**src/gsal_pkg.sv**
```systemverilog
// Types and constants shared by the gimbal scaling and arming block.
`default_nettype none
package gsal_pkg;

  localparam int RAW_W        = 10;
  localparam int SCL_W        = 8;
  localparam int NUM_CH       = 4;
  localparam int DVD_W        = RAW_W + SCL_W;
  localparam int CFG_IDX_W    = 3;
  localparam int CENTER_CNT_W = 10;
  localparam int CAL_CNT_W    = 9;

  // channel slots
  localparam int CH_THROTTLE = 0;
  localparam int CH_YAW      = 1;
  localparam int CH_ROLL     = 2;
  localparam int CH_PITCH    = 3;

  // configuration register indexes
  localparam logic [CFG_IDX_W-1:0] REG_THROTTLE_LOW  = 3'd0;
  localparam logic [CFG_IDX_W-1:0] REG_THROTTLE_HIGH = 3'd1;
  localparam logic [CFG_IDX_W-1:0] REG_YAW_LOW       = 3'd2;
  localparam logic [CFG_IDX_W-1:0] REG_YAW_HIGH      = 3'd3;
  localparam logic [CFG_IDX_W-1:0] REG_ROLL_LOW      = 3'd4;
  localparam logic [CFG_IDX_W-1:0] REG_ROLL_HIGH     = 3'd5;
  localparam logic [CFG_IDX_W-1:0] REG_PITCH_LOW     = 3'd6;
  localparam logic [CFG_IDX_W-1:0] REG_PITCH_HIGH    = 3'd7;

  localparam logic [SCL_W-1:0] ARM_THR_BELOW   = 8'd5;
  localparam logic [SCL_W-1:0] ARM_STICK_ABOVE = 8'd250;
  localparam logic [SCL_W-1:0] SCALE_TOP       = 8'd255;

  // one division job: quotient is dvd / dvs, always below 256
  typedef struct packed {
    logic [DVD_W-1:0] dvd;
    logic [RAW_W-1:0] dvs;
  } div_job_t;

  typedef struct packed {
    logic left;
    logic right;
    logic center;
    logic down;
    logic aux_two;
    logic ack;
  } btn_t;

  // classified item handed from front to back
  typedef struct packed {
    div_job_t [NUM_CH-1:0] job;
    btn_t                  btn;
  } work_t;

  typedef struct packed {
    logic [NUM_CH-1:0][SCL_W-1:0] scaled;
    logic                         is_armed;
    logic                         save_request;
    logic                         calibrate_request;
  } result_t;

endpackage
`default_nettype wire

```
**src/gsal_front.sv**
```systemverilog
// Front end: calibration registers, clamping and division job setup.
`default_nettype none
module gsal_front
  import gsal_pkg::*;
(
  input  wire logic                         clk,
  input  wire logic                         rst_n,
  input  wire logic                         cfg_valid,
  output logic                              cfg_ready,
  input  wire logic [CFG_IDX_W-1:0]         cfg_index,
  input  wire logic [RAW_W-1:0]             cfg_data,
  input  wire logic [NUM_CH-1:0][RAW_W-1:0] raw,
  input  wire btn_t                         btn,
  output work_t                             work
);

  logic [NUM_CH-1:0][RAW_W-1:0] lo_r;
  logic [NUM_CH-1:0][RAW_W-1:0] hi_r;

  logic [NUM_CH-1:0][RAW_W-1:0] clamp;
  logic [NUM_CH-1:0][RAW_W-1:0] ofs;
  logic [NUM_CH-1:0][RAW_W-1:0] span;
  logic [NUM_CH-1:0][DVD_W-1:0] prod;

  assign cfg_ready = 1'b1;

  always_ff @(posedge clk) begin
    if (!rst_n) begin
      lo_r <= '0;
      hi_r <= '1;
    end else if (cfg_valid) begin
      unique case (cfg_index)
        REG_THROTTLE_LOW:  lo_r[CH_THROTTLE] <= cfg_data;
        REG_THROTTLE_HIGH: hi_r[CH_THROTTLE] <= cfg_data;
        REG_YAW_LOW:       lo_r[CH_YAW]      <= cfg_data;
        REG_YAW_HIGH:      hi_r[CH_YAW]      <= cfg_data;
        REG_ROLL_LOW:      lo_r[CH_ROLL]     <= cfg_data;
        REG_ROLL_HIGH:     hi_r[CH_ROLL]     <= cfg_data;
        REG_PITCH_LOW:     lo_r[CH_PITCH]    <= cfg_data;
        REG_PITCH_HIGH:    hi_r[CH_PITCH]    <= cfg_data;
      endcase
    end
  end

  // Degenerate bounds are folded into trivial jobs (0/1 or 255/1) so the
  // back end always runs the same divide.
  always_comb begin
    work.btn = btn;
    for (int c = 0; c < NUM_CH; c++) begin
      if (raw[c] < lo_r[c]) begin
        clamp[c] = lo_r[c];
      end else if (raw[c] > hi_r[c]) begin
        clamp[c] = hi_r[c];
      end else begin
        clamp[c] = raw[c];
      end
      ofs[c]  = clamp[c] - lo_r[c];
      span[c] = hi_r[c] - lo_r[c];
      prod[c] = {ofs[c], {SCL_W{1'b0}}} - {{SCL_W{1'b0}}, ofs[c]};   // ofs * 255

      priority if (lo_r[c] == hi_r[c]) begin
        work.job[c].dvd = '0;
        work.job[c].dvs = RAW_W'(1);
      end else if (lo_r[c] > hi_r[c]) begin
        work.job[c].dvd = (clamp[c] == lo_r[c]) ? '0 : DVD_W'(SCALE_TOP);
        work.job[c].dvs = RAW_W'(1);
      end else begin
        work.job[c].dvd = prod[c];
        work.job[c].dvs = span[c];
      end
    end
  end

endmodule
`default_nettype wire

```
**src/gsal_queue.sv**
```systemverilog
// Small FIFO of classified items between front and back end.
`default_nettype none
module gsal_queue
  import gsal_pkg::*;
#(
  parameter int DEPTH = 2
) (
  input  wire logic  clk,
  input  wire logic  rst_n,
  input  wire logic  push,
  input  wire work_t wr_data,
  output logic       full,
  input  wire logic  pop,
  output work_t      rd_data,
  output logic       empty
);

  localparam int PTR_W = (DEPTH > 1) ? $clog2(DEPTH) : 1;
  localparam int CNT_W = $clog2(DEPTH + 1);

  work_t            mem_r [DEPTH];
  logic [PTR_W-1:0] wr_ptr_r;
  logic [PTR_W-1:0] rd_ptr_r;
  logic [CNT_W-1:0] cnt_r;
  logic             do_push;
  logic             do_pop;

  assign full    = (cnt_r == CNT_W'(DEPTH));
  assign empty   = (cnt_r == '0);
  assign do_push = push && !full;
  assign do_pop  = pop && !empty;
  assign rd_data = mem_r[rd_ptr_r];

  always_ff @(posedge clk) begin
    if (do_push) begin
      mem_r[wr_ptr_r] <= wr_data;
    end
  end

  always_ff @(posedge clk) begin
    if (!rst_n) begin
      wr_ptr_r <= '0;
      rd_ptr_r <= '0;
      cnt_r    <= '0;
    end else begin
      if (do_push) begin
        wr_ptr_r <= (wr_ptr_r == PTR_W'(DEPTH - 1)) ? '0 : wr_ptr_r + 1'b1;
      end
      if (do_pop) begin
        rd_ptr_r <= (rd_ptr_r == PTR_W'(DEPTH - 1)) ? '0 : rd_ptr_r + 1'b1;
      end
      if (do_push && !do_pop) begin
        cnt_r <= cnt_r + 1'b1;
      end else if (do_pop && !do_push) begin
        cnt_r <= cnt_r - 1'b1;
      end
    end
  end

endmodule
`default_nettype wire

```
**src/gsal_back.sv**
```systemverilog
// Back end: shared bit-serial divider, arm/hold state and result register.
`default_nettype none
module gsal_back
  import gsal_pkg::*;
#(
  parameter int SAVE_HOLD_TICKS = 800,
  parameter int CAL_HOLD_TICKS  = 300
) (
  input  wire logic  clk,
  input  wire logic  rst_n,
  input  wire logic  q_empty,
  output logic       q_pop,
  input  wire work_t q_data,
  output logic       out_empty,
  input  wire logic  out_pop,
  output result_t    res
);

  localparam logic [1:0] ST_IDLE = 2'd0;
  localparam logic [1:0] ST_DIV  = 2'd1;
  localparam logic [1:0] ST_FIN  = 2'd2;

  localparam int BIT_W = $clog2(SCL_W);
  localparam int CH_W  = $clog2(NUM_CH);

  logic [1:0]                   st_r;
  logic [BIT_W-1:0]             bit_r;
  logic [CH_W-1:0]              ch_cnt_r;
  logic                         res_valid_r;
  logic                         armed_r;
  logic                         pend_r;
  logic [CENTER_CNT_W-1:0]      center_cnt_r;
  logic [CAL_CNT_W-1:0]         cal_cnt_r;

  div_job_t [NUM_CH-1:0]        job_r;
  btn_t                         btn_r;
  logic [RAW_W-1:0]             rem_r;
  logic [SCL_W-1:0]             quo_r;
  logic [NUM_CH-1:0][SCL_W-1:0] scl_r;
  result_t                      res_r;

  logic [SCL_W-1:0]             low_bits;
  logic [RAW_W:0]               trial;
  logic [RAW_W:0]               dvs_ext;
  logic                         qbit;
  logic [RAW_W-1:0]             rem_step;
  logic [SCL_W-1:0]             quo_step;
  logic                         ch_done;
  logic                         fin_go;

  logic                         arm_set;
  logic                         armed_nxt;
  logic                         pend_nxt;
  logic                         save_hit;
  logic                         cal_hit;
  logic [CENTER_CNT_W-1:0]      center_cnt_nxt;
  logic [CAL_CNT_W-1:0]         cal_cnt_nxt;
  logic [CENTER_CNT_W-1:0]      center_step;
  logic [CAL_CNT_W-1:0]         cal_step;

  assign q_pop     = (st_r == ST_IDLE) && !q_empty;
  assign out_empty = !res_valid_r;
  assign res       = res_r;
  assign fin_go    = (st_r == ST_FIN) && (!res_valid_r || out_pop);
  assign ch_done   = (st_r == ST_DIV) && (bit_r == '0);

  // restoring divide, one quotient bit per cycle; channel 0 is always current
  assign low_bits = job_r[0].dvd[SCL_W-1:0];
  assign trial    = {rem_r, low_bits[bit_r]};
  assign dvs_ext  = {1'b0, job_r[0].dvs};
  assign qbit     = (trial >= dvs_ext);
  assign rem_step = qbit ? RAW_W'(trial - dvs_ext) : trial[RAW_W-1:0];
  assign quo_step = {quo_r[SCL_W-2:0], qbit};

  // tick update: ack clear, arm, disarm, center hold, calibrate hold
  always_comb begin
    arm_set = (scl_r[CH_THROTTLE] < ARM_THR_BELOW) &&
              (scl_r[CH_YAW] > ARM_STICK_ABOVE) &&
              (scl_r[CH_ROLL] > ARM_STICK_ABOVE) &&
              (scl_r[CH_PITCH] > ARM_STICK_ABOVE);
    armed_nxt = (armed_r || arm_set) && !(btn_r.left && btn_r.right);

    center_step    = center_cnt_r + 1'b1;
    save_hit       = 1'b0;
    center_cnt_nxt = '0;
    if (btn_r.center) begin
      if (center_cnt_r < CENTER_CNT_W'(SAVE_HOLD_TICKS)) begin
        center_cnt_nxt = center_step;
        save_hit       = (center_step == CENTER_CNT_W'(SAVE_HOLD_TICKS));
      end else begin
        center_cnt_nxt = center_cnt_r;
      end
    end

    cal_step    = cal_cnt_r + 1'b1;
    cal_hit     = 1'b0;
    cal_cnt_nxt = '0;
    if (btn_r.down && btn_r.aux_two) begin
      if (!armed_nxt && cal_cnt_r < CAL_CNT_W'(CAL_HOLD_TICKS)) begin
        cal_cnt_nxt = cal_step;
        cal_hit     = (cal_step == CAL_CNT_W'(CAL_HOLD_TICKS));
      end else begin
        cal_cnt_nxt = cal_cnt_r;
      end
    end

    pend_nxt = (pend_r && !btn_r.ack) || cal_hit;
  end

  always_ff @(posedge clk) begin
    if (!rst_n) begin
      st_r         <= ST_IDLE;
      bit_r        <= '0;
      ch_cnt_r     <= '0;
      res_valid_r  <= 1'b0;
      armed_r      <= 1'b0;
      pend_r       <= 1'b0;
      center_cnt_r <= '0;
      cal_cnt_r    <= '0;
    end else begin
      if (fin_go) begin
        res_valid_r <= 1'b1;
      end else if (out_pop && res_valid_r) begin
        res_valid_r <= 1'b0;
      end
      unique case (st_r)
        ST_IDLE: begin
          if (!q_empty) begin
            bit_r    <= BIT_W'(SCL_W - 1);
            ch_cnt_r <= '0;
            st_r     <= ST_DIV;
          end
        end
        ST_DIV: begin
          bit_r <= bit_r - 1'b1;
          if (ch_done) begin
            ch_cnt_r <= ch_cnt_r + 1'b1;
            if (ch_cnt_r == CH_W'(NUM_CH - 1)) begin
              st_r <= ST_FIN;
            end
          end
        end
        ST_FIN: begin
          if (fin_go) begin
            armed_r      <= armed_nxt;
            pend_r       <= pend_nxt;
            center_cnt_r <= center_cnt_nxt;
            cal_cnt_r    <= cal_cnt_nxt;
            st_r         <= ST_IDLE;
          end
        end
        default: st_r <= ST_IDLE;
      endcase
    end
  end

  always_ff @(posedge clk) begin
    if (q_pop) begin
      job_r <= q_data.job;
      btn_r <= q_data.btn;
      rem_r <= q_data.job[0].dvd[DVD_W-1:SCL_W];
    end else if (st_r == ST_DIV) begin
      quo_r <= quo_step;
      if (ch_done) begin
        // rotate the next channel into slot 0, shift finished quotient in
        job_r <= {job_r[0], job_r[NUM_CH-1:1]};
        scl_r <= {quo_step, scl_r[NUM_CH-1:1]};
        rem_r <= job_r[1].dvd[DVD_W-1:SCL_W];
      end else begin
        rem_r <= rem_step;
      end
    end
    if (fin_go) begin
      res_r.scaled            <= scl_r;
      res_r.is_armed          <= armed_nxt;
      res_r.save_request      <= save_hit;
      res_r.calibrate_request <= pend_nxt;
    end
  end

endmodule
`default_nettype wire

```
**src/gimbal_scale_and_arm_logic.sv**
```systemverilog
// Gimbal stick scaling and arming logic, top level.
// An accepted item passes the queue slot, a load step into the back end,
// 4 channels x 8 quotient bits of divide and an update step; the update
// waits while the result is not popped. The single shared divider takes a new item only after the last one is done.
// Reset (rst_n low, synchronous): queue and result emptied, disarmed, hold
// counters and calibrate flag cleared, bounds back to 0..1023.
`default_nettype none
module gimbal_scale_and_arm_logic
  import gsal_pkg::*;
#(
  parameter int SAVE_HOLD_TICKS = 800,
  parameter int CAL_HOLD_TICKS  = 300,
  parameter int QUEUE_DEPTH     = 2
) (
  input  wire logic                 clk,
  input  wire logic                 rst_n,
  input  wire logic                 in_push,
  output logic                      in_full,
  input  wire logic [RAW_W-1:0]     in_throttle_raw,
  input  wire logic [RAW_W-1:0]     in_yaw_raw,
  input  wire logic [RAW_W-1:0]     in_roll_raw,
  input  wire logic [RAW_W-1:0]     in_pitch_raw,
  input  wire logic                 in_press_left,
  input  wire logic                 in_press_right,
  input  wire logic                 in_press_center,
  input  wire logic                 in_press_down,
  input  wire logic                 in_press_aux_two,
  input  wire logic                 in_calibrate_ack,
  output logic                      out_empty,
  input  wire logic                 out_pop,
  output logic [SCL_W-1:0]          out_throttle_scaled,
  output logic [SCL_W-1:0]          out_yaw_scaled,
  output logic [SCL_W-1:0]          out_roll_scaled,
  output logic [SCL_W-1:0]          out_pitch_scaled,
  output logic                      out_is_armed,
  output logic                      out_save_request,
  output logic                      out_calibrate_request,
  input  wire logic                 cfg_valid,
  output logic                      cfg_ready,
  input  wire logic [CFG_IDX_W-1:0] cfg_index,
  input  wire logic [RAW_W-1:0]     cfg_data
);

  logic [NUM_CH-1:0][RAW_W-1:0] raw;
  btn_t                         btn;
  work_t                        fr_work;
  work_t                        q_data;
  logic                         q_empty;
  logic                         q_pop;
  result_t                      res;

  assign raw[CH_THROTTLE] = in_throttle_raw;
  assign raw[CH_YAW]      = in_yaw_raw;
  assign raw[CH_ROLL]     = in_roll_raw;
  assign raw[CH_PITCH]    = in_pitch_raw;

  assign btn.left    = in_press_left;
  assign btn.right   = in_press_right;
  assign btn.center  = in_press_center;
  assign btn.down    = in_press_down;
  assign btn.aux_two = in_press_aux_two;
  assign btn.ack     = in_calibrate_ack;

  gsal_front u_front (
    .clk       (clk),
    .rst_n     (rst_n),
    .cfg_valid (cfg_valid),
    .cfg_ready (cfg_ready),
    .cfg_index (cfg_index),
    .cfg_data  (cfg_data),
    .raw       (raw),
    .btn       (btn),
    .work      (fr_work)
  );

  gsal_queue #(
    .DEPTH (QUEUE_DEPTH)
  ) u_queue (
    .clk     (clk),
    .rst_n   (rst_n),
    .push    (in_push),
    .wr_data (fr_work),
    .full    (in_full),
    .pop     (q_pop),
    .rd_data (q_data),
    .empty   (q_empty)
  );

  gsal_back #(
    .SAVE_HOLD_TICKS (SAVE_HOLD_TICKS),
    .CAL_HOLD_TICKS  (CAL_HOLD_TICKS)
  ) u_back (
    .clk       (clk),
    .rst_n     (rst_n),
    .q_empty   (q_empty),
    .q_pop     (q_pop),
    .q_data    (q_data),
    .out_empty (out_empty),
    .out_pop   (out_pop),
    .res       (res)
  );

  assign out_throttle_scaled   = res.scaled[CH_THROTTLE];
  assign out_yaw_scaled        = res.scaled[CH_YAW];
  assign out_roll_scaled       = res.scaled[CH_ROLL];
  assign out_pitch_scaled      = res.scaled[CH_PITCH];
  assign out_is_armed          = res.is_armed;
  assign out_save_request      = res.save_request;
  assign out_calibrate_request = res.calibrate_request;

endmodule
`default_nettype wire

```
**config.mk**
```make
export PLATFORM = sky130hd
export DESIGN_NAME = gimbal_scale_and_arm_logic
export DESIGN_NICKNAME = d
export VERILOG_FILES = /design/src/gsal_pkg.sv /design/src/gsal_front.sv /design/src/gsal_queue.sv /design/src/gsal_back.sv /design/src/gimbal_scale_and_arm_logic.sv
export SDC_FILE = /design/constraint.sdc
export NUM_CORES = 1
export LEC_CHECK = 0
export BUFFER_PORTS_ARGS = -buffer_cell sky130_fd_sc_hd__buf_2
export CAP_MARGIN = 20
export CORE_MARGIN = 3
export CORE_UTILIZATION = 25
export DETAILED_ROUTE_END_ITERATION = 6
export GPL_ROUTABILITY_DRIVEN = 0
export PLACE_DENSITY = 0.39
export SETUP_SLACK_MARGIN = 0.02
export SYNTH_ARGS = -nofsm -noshare
export SYNTH_HDL_FRONTEND = slang
export SYNTH_HIERARCHICAL = 1
export SYNTH_SLANG_ARGS = --single-unit
```
**constraint.sdc**
```tcl
create_clock -name clk -period 5.73 [get_ports clk]
set_clock_uncertainty 0.05 [all_clocks]
set_input_delay 0.2865 -clock clk [delete_from_list [all_inputs] [get_ports clk]]
set_output_delay 0.2865 -clock clk [all_outputs]
set_load 0.01 [all_outputs]
```
==> results.ini, run 1 <==
[critical_path]
rr_startpoint = u_front/hi_r[37]
critPathArrivalTime_ns = 5.78
worstSetupStartpointType = flop
slowest_delay_ns = 0.37
cp-end-kind = flop
path_cells = inv_1, ha_1, a21o_1, a21o_1, a221oi_2, a21o_1, mux2_2, nand2_1, o21ai_0, ha_1, nor2b_1, o21ai_2, a21oi_1, o41ai_2, nand2b_1, a21oi_4, xnor2_1, ha_1, a21oi_2, nand2_1, nor2_1, and4_1, xnor3_1, nor2_1
required_ns = 6.11
crit_type = flop to flop
r2r-end = u_queue/mem_r[0][117]
critical-path-top-delay-family = compound AO/OA/AOI/OAI gates
rr_worst_depth = 24
cp_slowest_cell = ha_1
ff2ff_setup_slack_ns = 0.34
cp_num_buf_inv = 1
crit_path_max_fanout = 4

[pwr]
p_leak_nw = 13.3
power_density_mw_per_mm2 = 461
vdd_ir_drop_max_uv = 236
power.total_mw = 16.2

[die]
num_rows = 126
die_w_um = 354
initial_core_util_pct = 25.4
dieArea_mm2 = 0.125
coreArea_mm2 = 0.119
die_h_um = 354
io_pins = 102

[cts]
clock_path_buffers = 3
numCtsBuffers = 69
htree_levels = 3
cts_sinks = 552
worstSkewPairLatency_ns = 0.61
cts.clk_slew.worst_paths_ns = 0.06
root_buffer = clkbuf_16
cts_tree = done

[logic_synthesis]
synth_edf_count = 438
async_reset_ff_share_pct = 0
syn-num-nets = 3105
synthCells = 2852
synth_area_mm2 = 0.0302
avgSynthCellArea_um2 = 10.6
synth_top_cell_area_share_pct = 43.5
synth_warnings = 6
synth_flop_cell = edfxtp_1
synth_top_area_cell = edfxtp_1
yosysUniqueCellTypes = 106
ys_seq_area_share_pct = 51.1
netlist_top_cells_area = edfxtp_1, dfxtp_1, ha_1
synth-seq-cells = 552

[grt]
antenna_found_initial = 1
grt_max_degree = 115
grt_busiest_layer = met2
grt.met2_usage_pct = 22.0
grt.total_usage_pct = 13.4
grt_util_met3_pct = 1.90
grt_pass1_vias = 21900
gr-usage-met1_pct = 18.5
grt_pass1_wl_mm = 132
grt_overflow = 0

[min_path]
hp-class = input pin to flop
min_to = u_front/lo_r[18]
hold_depth = 3
hp-start = cfg_data[8]

[routing]
drtPass1Iterations = 6
drtIter0Drc = 1352
viasPerCell = 4.67
wire_per_inst_um = 18.6
ant_nets = 0
drc = 0
num_vias = 21600
postRouteWirelength_mm = 86.3

[place]
pre_cts_slack_ns = 0.0460
portBuffers = 100
dp_hpwl_mm = 62.6
postPlaceCellArea_mm2 = 0.0327

[finish]
seq_area_mm2 = 0.0154
layout_common_cells = nand2_1, edfxtp_1, ha_1
layout.nets = 3230
drive_gt1_share_pct = 14.8
num-fill-cells = 12300
final_util_pct = 29.6
layout_commonest_cell = nand2_1
multi_input_area_mm2 = 0.0138
fin_area_mm2 = 0.0352
syn_to_final_growth_pct = 16.5

[sta]
finalHoldViolations = 0
max_slew.worst_pin.slew_ns = 0.947
whs_ns = 0.0701
finalSetupViolCount = 0
layout_min_cycle_time_ns = 5.39
period_share_pct = 94.1
max-slew-margin-rel_pct = 36.6
drv_slew = 0
worst_slack_ns = 0.336
fmax_ghz = 0.185

[job]
maxCapViolCount = 0

[run_status]
outcome = completed

==> worst min-delay path, stage by stage <==
cell      delay [ns]
buf_2           0.22
nand2_1         0.09
a21boi_0        0.07
==> cells in the mapped netlist, types with 8 or more instances <==
| library cell | n |
|---|---|
| ha_1 | 180 |
| a211oi_1 | 24 |
| a21o_1 | 34 |
| a21oi_1 | 142 |
| fa_1 | 9 |
| a21boi_0 | 66 |
| edfxtp_1 | 438 |
| clkbuf_2 | 10 |
| and2_1 | 22 |
| inv_1 | 158 |
| o211ai_1 | 54 |
| clkbuf_1 | 67 |
| mux2i_1 | 34 |
| mux2_2 | 101 |
| nor2_1 | 177 |
| o21ai_1 | 8 |
| buf_4 | 8 |
| nand2b_1 | 37 |
| o21ai_0 | 90 |
| xor2_1 | 43 |
| buf_2 | 22 |
| mux2_4 | 20 |
| nor2b_1 | 26 |
| nand3_1 | 42 |
| or3_1 | 12 |
| a22oi_1 | 10 |
| nand4_1 | 27 |
| xnor2_1 | 62 |
| nand2_1 | 550 |
| dfxtp_1 | 114 |
| nor3b_1 | 13 |
| nor4_1 | 12 |
| o31ai_1 | 8 |
| and3_1 | 23 |
| nor3_1 | 28 |
| o21a_1 | 21 |
| nand3b_1 | 9 |
==> through the flow <==
stage | setup TNS (ns) | cells
final | 0 | 4630
after global routing | -0.0206 | 4629
after CTS | 0 | 4619
after detailed placement | 0 | 4489
after global placement | 0 | 4489
after floorplan | 0 | 2852
==> how the worst max path moves through the flow <==
stage                       start                    end  slack [ns]  depth (start not counted)
6_report         u_front/hi_r[37]  u_queue/mem_r[0][117]        0.34                         24
5_1_grt          u_front/hi_r[17]   u_queue/mem_r[0][61]       -0.01                         20
4_1_cts          u_front/hi_r[33]  u_queue/mem_r[0][117]        0.08                         25
3_5_place_dp     u_front/hi_r[17]   u_queue/mem_r[1][61]        0.05                         23
3_3_place_gp   in_throttle_raw[7]   u_queue/mem_r[0][33]        0.15                         23
2_1_floorplan     u_front/lo_r[9]   u_queue/mem_r[0][33]        0.42                         24
==> final cells by class <==
| class | count | area share, % |
|---|---|---|
| antenna | 1 | 0.00711 |
| clock buffer | 96 | 5.46 |
| clock inverter | 27 | 0.988 |
| inverter | 162 | 1.74 |
| multi-input combinational | 2026 | 39.2 |
| sequential | 552 | 43.9 |
| tap | 1600 | 5.69 |
| timing repair buffer | 166 | 3.05 |
==> layer usage <==
| metal | vias to the layer above | wire (um) |
|---|---|---|
| met5 | - | 0 |
| met2 | 504 | 40100 |
| li1 | 10500 | - |
| met1 | 10500 | 40900 |
| met4 | 0 | 1970 |
| met3 | 111 | 3310 |
==> repair_timing <==
item | CTS | global route
resized for setup | 1 | 30
cloned | 0 | 2
hold buffers | 7 | 0
pin swaps | 0 | 6
setup endpoints to repair | 2 | 60
hold endpoints to repair | 13 | 0
setup buffers | 0 | 7
==> sequential cells by signal, summed over array words and instances, names as in the netlist, 2 cells and up, named ones only <==
| register | cells |
|---|---|
| u_back/ch_cnt_r | 2 |
| u_front/hi_r | 40 |
| u_back/btn_r | 6 |
| u_back/bit_r | 3 |
| u_back/scl_r | 32 |
| u_queue/mem_r | 236 |
| u_back/dvs_ext | 10 |
| u_back/cal_cnt_r | 9 |
| u_back/job_r | 102 |
| u_back/st_r | 2 |
| u_back/quo_r | 7 |
| u_back/rem_r | 10 |
| u_back/center_cnt_r | 10 |
| u_front/lo_r | 40 |
| u_back/res | 35 |
| u_queue/cnt_r | 2 |
==> where the power goes <==
group,internal (mW),switching [mW]
Clock,2.67,1.70
Sequential,5.95,0.389
Combinational,1.95,3.58
==> cells by family after synthesis <==
family                     after synthesis  synth area share (%)
AOI/OAI and AO/OA                      552                  12.7
buffers and inverters                  275                  3.77
and+or+nand+nor                       1017                  15.1
other                                    1                0.0124
DFF                                    552                  51.1
xor gates and xnor gates               108                  3.25
muxes                                  158                  6.07
adders and majority gates              189                  8.05
Power figures use the tool's default switching activity.
==> inputs of run 2 (changes only) <==
--- a/config.mk
+++ b/config.mk
@@ -8,5 +8,5 @@
 export BUFFER_PORTS_ARGS = -buffer_cell sky130_fd_sc_hd__buf_2
 export CAP_MARGIN = 20
-export CORE_MARGIN = 3
+export CORE_MARGIN = 2
 export CORE_UTILIZATION = 25
 export DETAILED_ROUTE_END_ITERATION = 6
--- a/constraint.sdc
+++ b/constraint.sdc
@@ -3,3 +3,3 @@
 set_input_delay 0.2865 -clock clk [delete_from_list [all_inputs] [get_ports clk]]
 set_output_delay 0.2865 -clock clk [all_outputs]
-set_load 0.01 [all_outputs]
+set_load 0.05 [all_outputs]
==> run 2 against run 1 <==
First-iteration DRC count decreased by 9.8%. Sequential cell count is the same. Non-clock buffer count increased by 40. Cell count grew 0.97%. Worst setup slack worse by 0.021 ns. Via count shrank 1.9%. Largest cell class unchanged.
==> results.ini, run 2 (synthesis gave the netlist of run 1 again) <==
[grt]
grt.total_usage_pct = 13.9  ; was 13.4%
grt_util_met3_pct = 1.88  ; was 1.90%
grt_busiest_layer = met2  ; unchanged
gr-usage-met1_pct = 19.5  ; was 18.5%
grt_overflow = 0  ; unchanged
grt_pass1_vias = 21000  ; was 21900
antenna_found_initial = 0  ; was 1
grt.met2_usage_pct = 22.6  ; was 22.0%
grt_pass1_wl_mm = 132  ; about the same
grt_max_degree = 135  ; was 115

[critical_path]
worstSetupStartpointType = flop  ; unchanged
cp-end-kind = flop  ; unchanged
required_ns = 6.07  ; was 6.11 ns
crit_type = flop to flop  ; unchanged
rr_startpoint = u_front/hi_r[24]  ; was u_front/hi_r[37]
path_common_cell = ha_1
cp-startpoint = u_front/hi_r[24]  ; was u_front/hi_r[37]
critPathArrivalTime_ns = 5.75  ; was 5.78 ns
crit_path_max_fanout = 5  ; was 4
cp_slowest_cell = dfxtp_1  ; was ha_1
slowest_delay_ns = 0.41  ; was 0.37 ns
path_cells = inv_1, ha_1, and3_1, o2111a_1, a2111oi_4, nor2_2, mux2i_1, a21oi_1, ha_1, nor2b_1, o2111a_1, o31a_1, a21o_1, a21o_1, a31oi_2, nor2_1, ha_1, nand2_1, nand3b_1, a31oi_2, buf_4, nand2_1, xnor2_1, nor2_1  ; was inv_1, ha_1, a21o_1, a21o_1, a221oi_2, a21o_1, mux2_2, nand2_1, o21ai_0, ha_1, nor2b_1, o21ai_2, a21oi_1, o41ai_2, nand2b_1, a21oi_4, xnor2_1, ha_1, a21oi_2, nand2_1, nor2_1, and4_1, xnor3_1, nor2_1
r2r-end = u_queue/mem_r[1][87]  ; was u_queue/mem_r[0][117]
ff2ff_setup_slack_ns = 0.32  ; was 0.34 ns
rr_worst_depth = 24  ; unchanged

[cts]
numCtsBuffers = 66  ; was 69
cts_sinks = 552  ; unchanged
root_buffer = clkbuf_16  ; unchanged
worstSkewPairLatency_ns = 0.62  ; was 0.61 ns
clock_path_buffers = 3  ; unchanged
cts_tree = done  ; unchanged
htree_levels = 3  ; unchanged
cts.clk_slew.worst_paths_ns = 0.06  ; about the same

[sta]
layout_min_cycle_time_ns = 5.41  ; was 5.39 ns
worst_slack_ns = 0.315  ; was 0.336 ns
max-slew-margin-rel_pct = 31.4  ; was 36.6%
finalHoldViolations = 0  ; unchanged
whs_ns = 0.0660  ; was 0.0701 ns
fmax_ghz = 0.185  ; about the same
period_share_pct = 94.5  ; was 94.1%
finalSetupViolCount = 0  ; unchanged
max_slew.worst_pin.slew_ns = 1.02  ; was 0.947 ns
drv_slew = 0  ; unchanged

[die]
io_pins = 102  ; unchanged
coreArea_mm2 = 0.120  ; was 0.119 mm2
num_rows = 127  ; was 126
die_h_um = 352  ; was 354 um
initial_core_util_pct = 25.2  ; was 25.4%
dieArea_mm2 = 0.124  ; was 0.125 mm2
die_w_um = 352  ; was 354 um

[pwr]
switchingPower_mw = 5.68  ; was 5.67 mW
p_leak_nw = 13.4  ; was 13.3 nW
vdd_ir_drop_max_uv = 412  ; was 236 uV
power_density_mw_per_mm2 = 450  ; was 461 mW/mm2
pwr-share-comb_pct = 35.0  ; was 34.1%
p_seq_share_pct = 39.9  ; was 39.0%
swShare_pct = 35.7  ; was 34.9%
clock_power_share_pct = 25.1  ; was 26.9%
p_int_mw = 10.2  ; was 10.6 mW

[finish]
layout_common_cells = nand2_1, edfxtp_1, ha_1  ; unchanged
regMostFlops = u_queue/mem_r  ; unchanged
largest_reg_flops = 236  ; unchanged
syn_to_final_growth_pct = 16.9  ; was 16.5%
layout.nets = 3266  ; was 3230
antenna_cells = 0  ; was 1
layout_commonest_cell = nand2_1  ; unchanged
top_regs = u_queue/mem_r: 236 flops, u_back/job_r: 102 flops  ; unchanged
drive_gt1_share_pct = 16.1  ; was 14.8%

[routing]
num_vias = 21200  ; was 21600
ant_nets = 0  ; unchanged
drtPass1Iterations = 7  ; was 6
postRouteWirelength_mm = 87.4  ; was 86.3 mm
drc = 0  ; unchanged
wire_per_inst_um = 18.7  ; was 18.6 um
drtIter0Drc = 1220  ; was 1352
viasPerCell = 4.53  ; was 4.67

[min_path]
hold_depth = 3  ; unchanged
hp-start = out_pop  ; was cfg_data[8]
hp-class = input pin to flop  ; unchanged
min_to = u_back/res_valid_r  ; was u_front/lo_r[18]

[place]
portBuffers = 100  ; unchanged
dp_hpwl_mm = 63.3  ; was 62.6 mm
pre_cts_slack_ns = 0.154  ; was 0.0460 ns

[run_status]
outcome = completed  ; unchanged

[job]
maxCapViolCount = 0  ; unchanged

## run 2: layout make-up
| cell class | count | area (um2) |
|---|---|---|
| clock buffers | 84 | 1770 |
| clock inverters | 34 | 249 |
| multi-input cells | 2025 | 13800 |
| inverters | 162 | 613 |
| repair buffers | 206 | 1380 |
| flip-flops and latches | 552 | 15400 |
| well taps | 1612 | 2020 |
| fillers | 12600 | 84600 |
## run 2: layer usage
layer	wire length (um)	vias up	share of wire (%)
met5	0	-	0
met4	1810	0	2.1
met3	2920	95	3.3
met2	40100	338	46
met1	42600	10200	49
li1	-	10600	-
## run 2: how the worst max path moves through the flow
stage,to,slack (ns),cells after the start
after global placement,u_queue/mem_r[1][89],0.18,23
after detailed placement,u_queue/mem_r[0][33],0.15,24
after CTS,u_queue/mem_r[0][33],0.14,24
after global routing,u_queue/mem_r[0][33],-0.004,24
final,u_queue/mem_r[1][87],0.32,24
after floorplan,u_queue/mem_r[0][33],0.42,24
## run 2: through the flow
| stage | total power [mW] | util, % | instance area, um2 | instances | TNS (ns) |
|---|---|---|---|---|---|
| floorplan | 10.2 | - | 30200 | 2852 | 0 |
| global placement | 12.1 | 27.5 | 33000 | 4540 | 0 |
| detailed placement | 12.1 | 27.5 | 33000 | 4540 | 0 |
| CTS | 16.2 | 29.2 | 35100 | 4665 | 0 |
| global route | 17.0 | 29.4 | 35300 | 4675 | -0.00887 |
| finish | 15.9 | 29.4 | 35300 | 4675 | 0 |
## run 2: critical path: cells and delay by family (launching register included)
kind,cells,cell delay [ns]
compound gates,9,2.17
xor+xnor,1,0.13
fa+ha+maj,3,0.92
buf+inv,2,0.23
flops,1,0.41
mux,1,0.15
simple gates,8,1.11
## run 2: power by group through the flow
stage	logic, mW	registers, mW	clock network [mW]
6_report	5.57	6.35	3.99
5_1_grt	6.24	6.45	4.29
4_1_cts	5.66	6.37	4.15
3_5_place_dp	5.65	6.43	0
3_3_place_gp	5.65	6.43	0
2_1_floorplan	3.90	6.33	0
## run 2: repair_timing
action,4_1_cts,5_1_grt
setup buffers,0,8
hold buffers,7,0
endpoints found under the hold margin,13,0
endpoints found under the setup margin,0,56
resized for setup,0,50
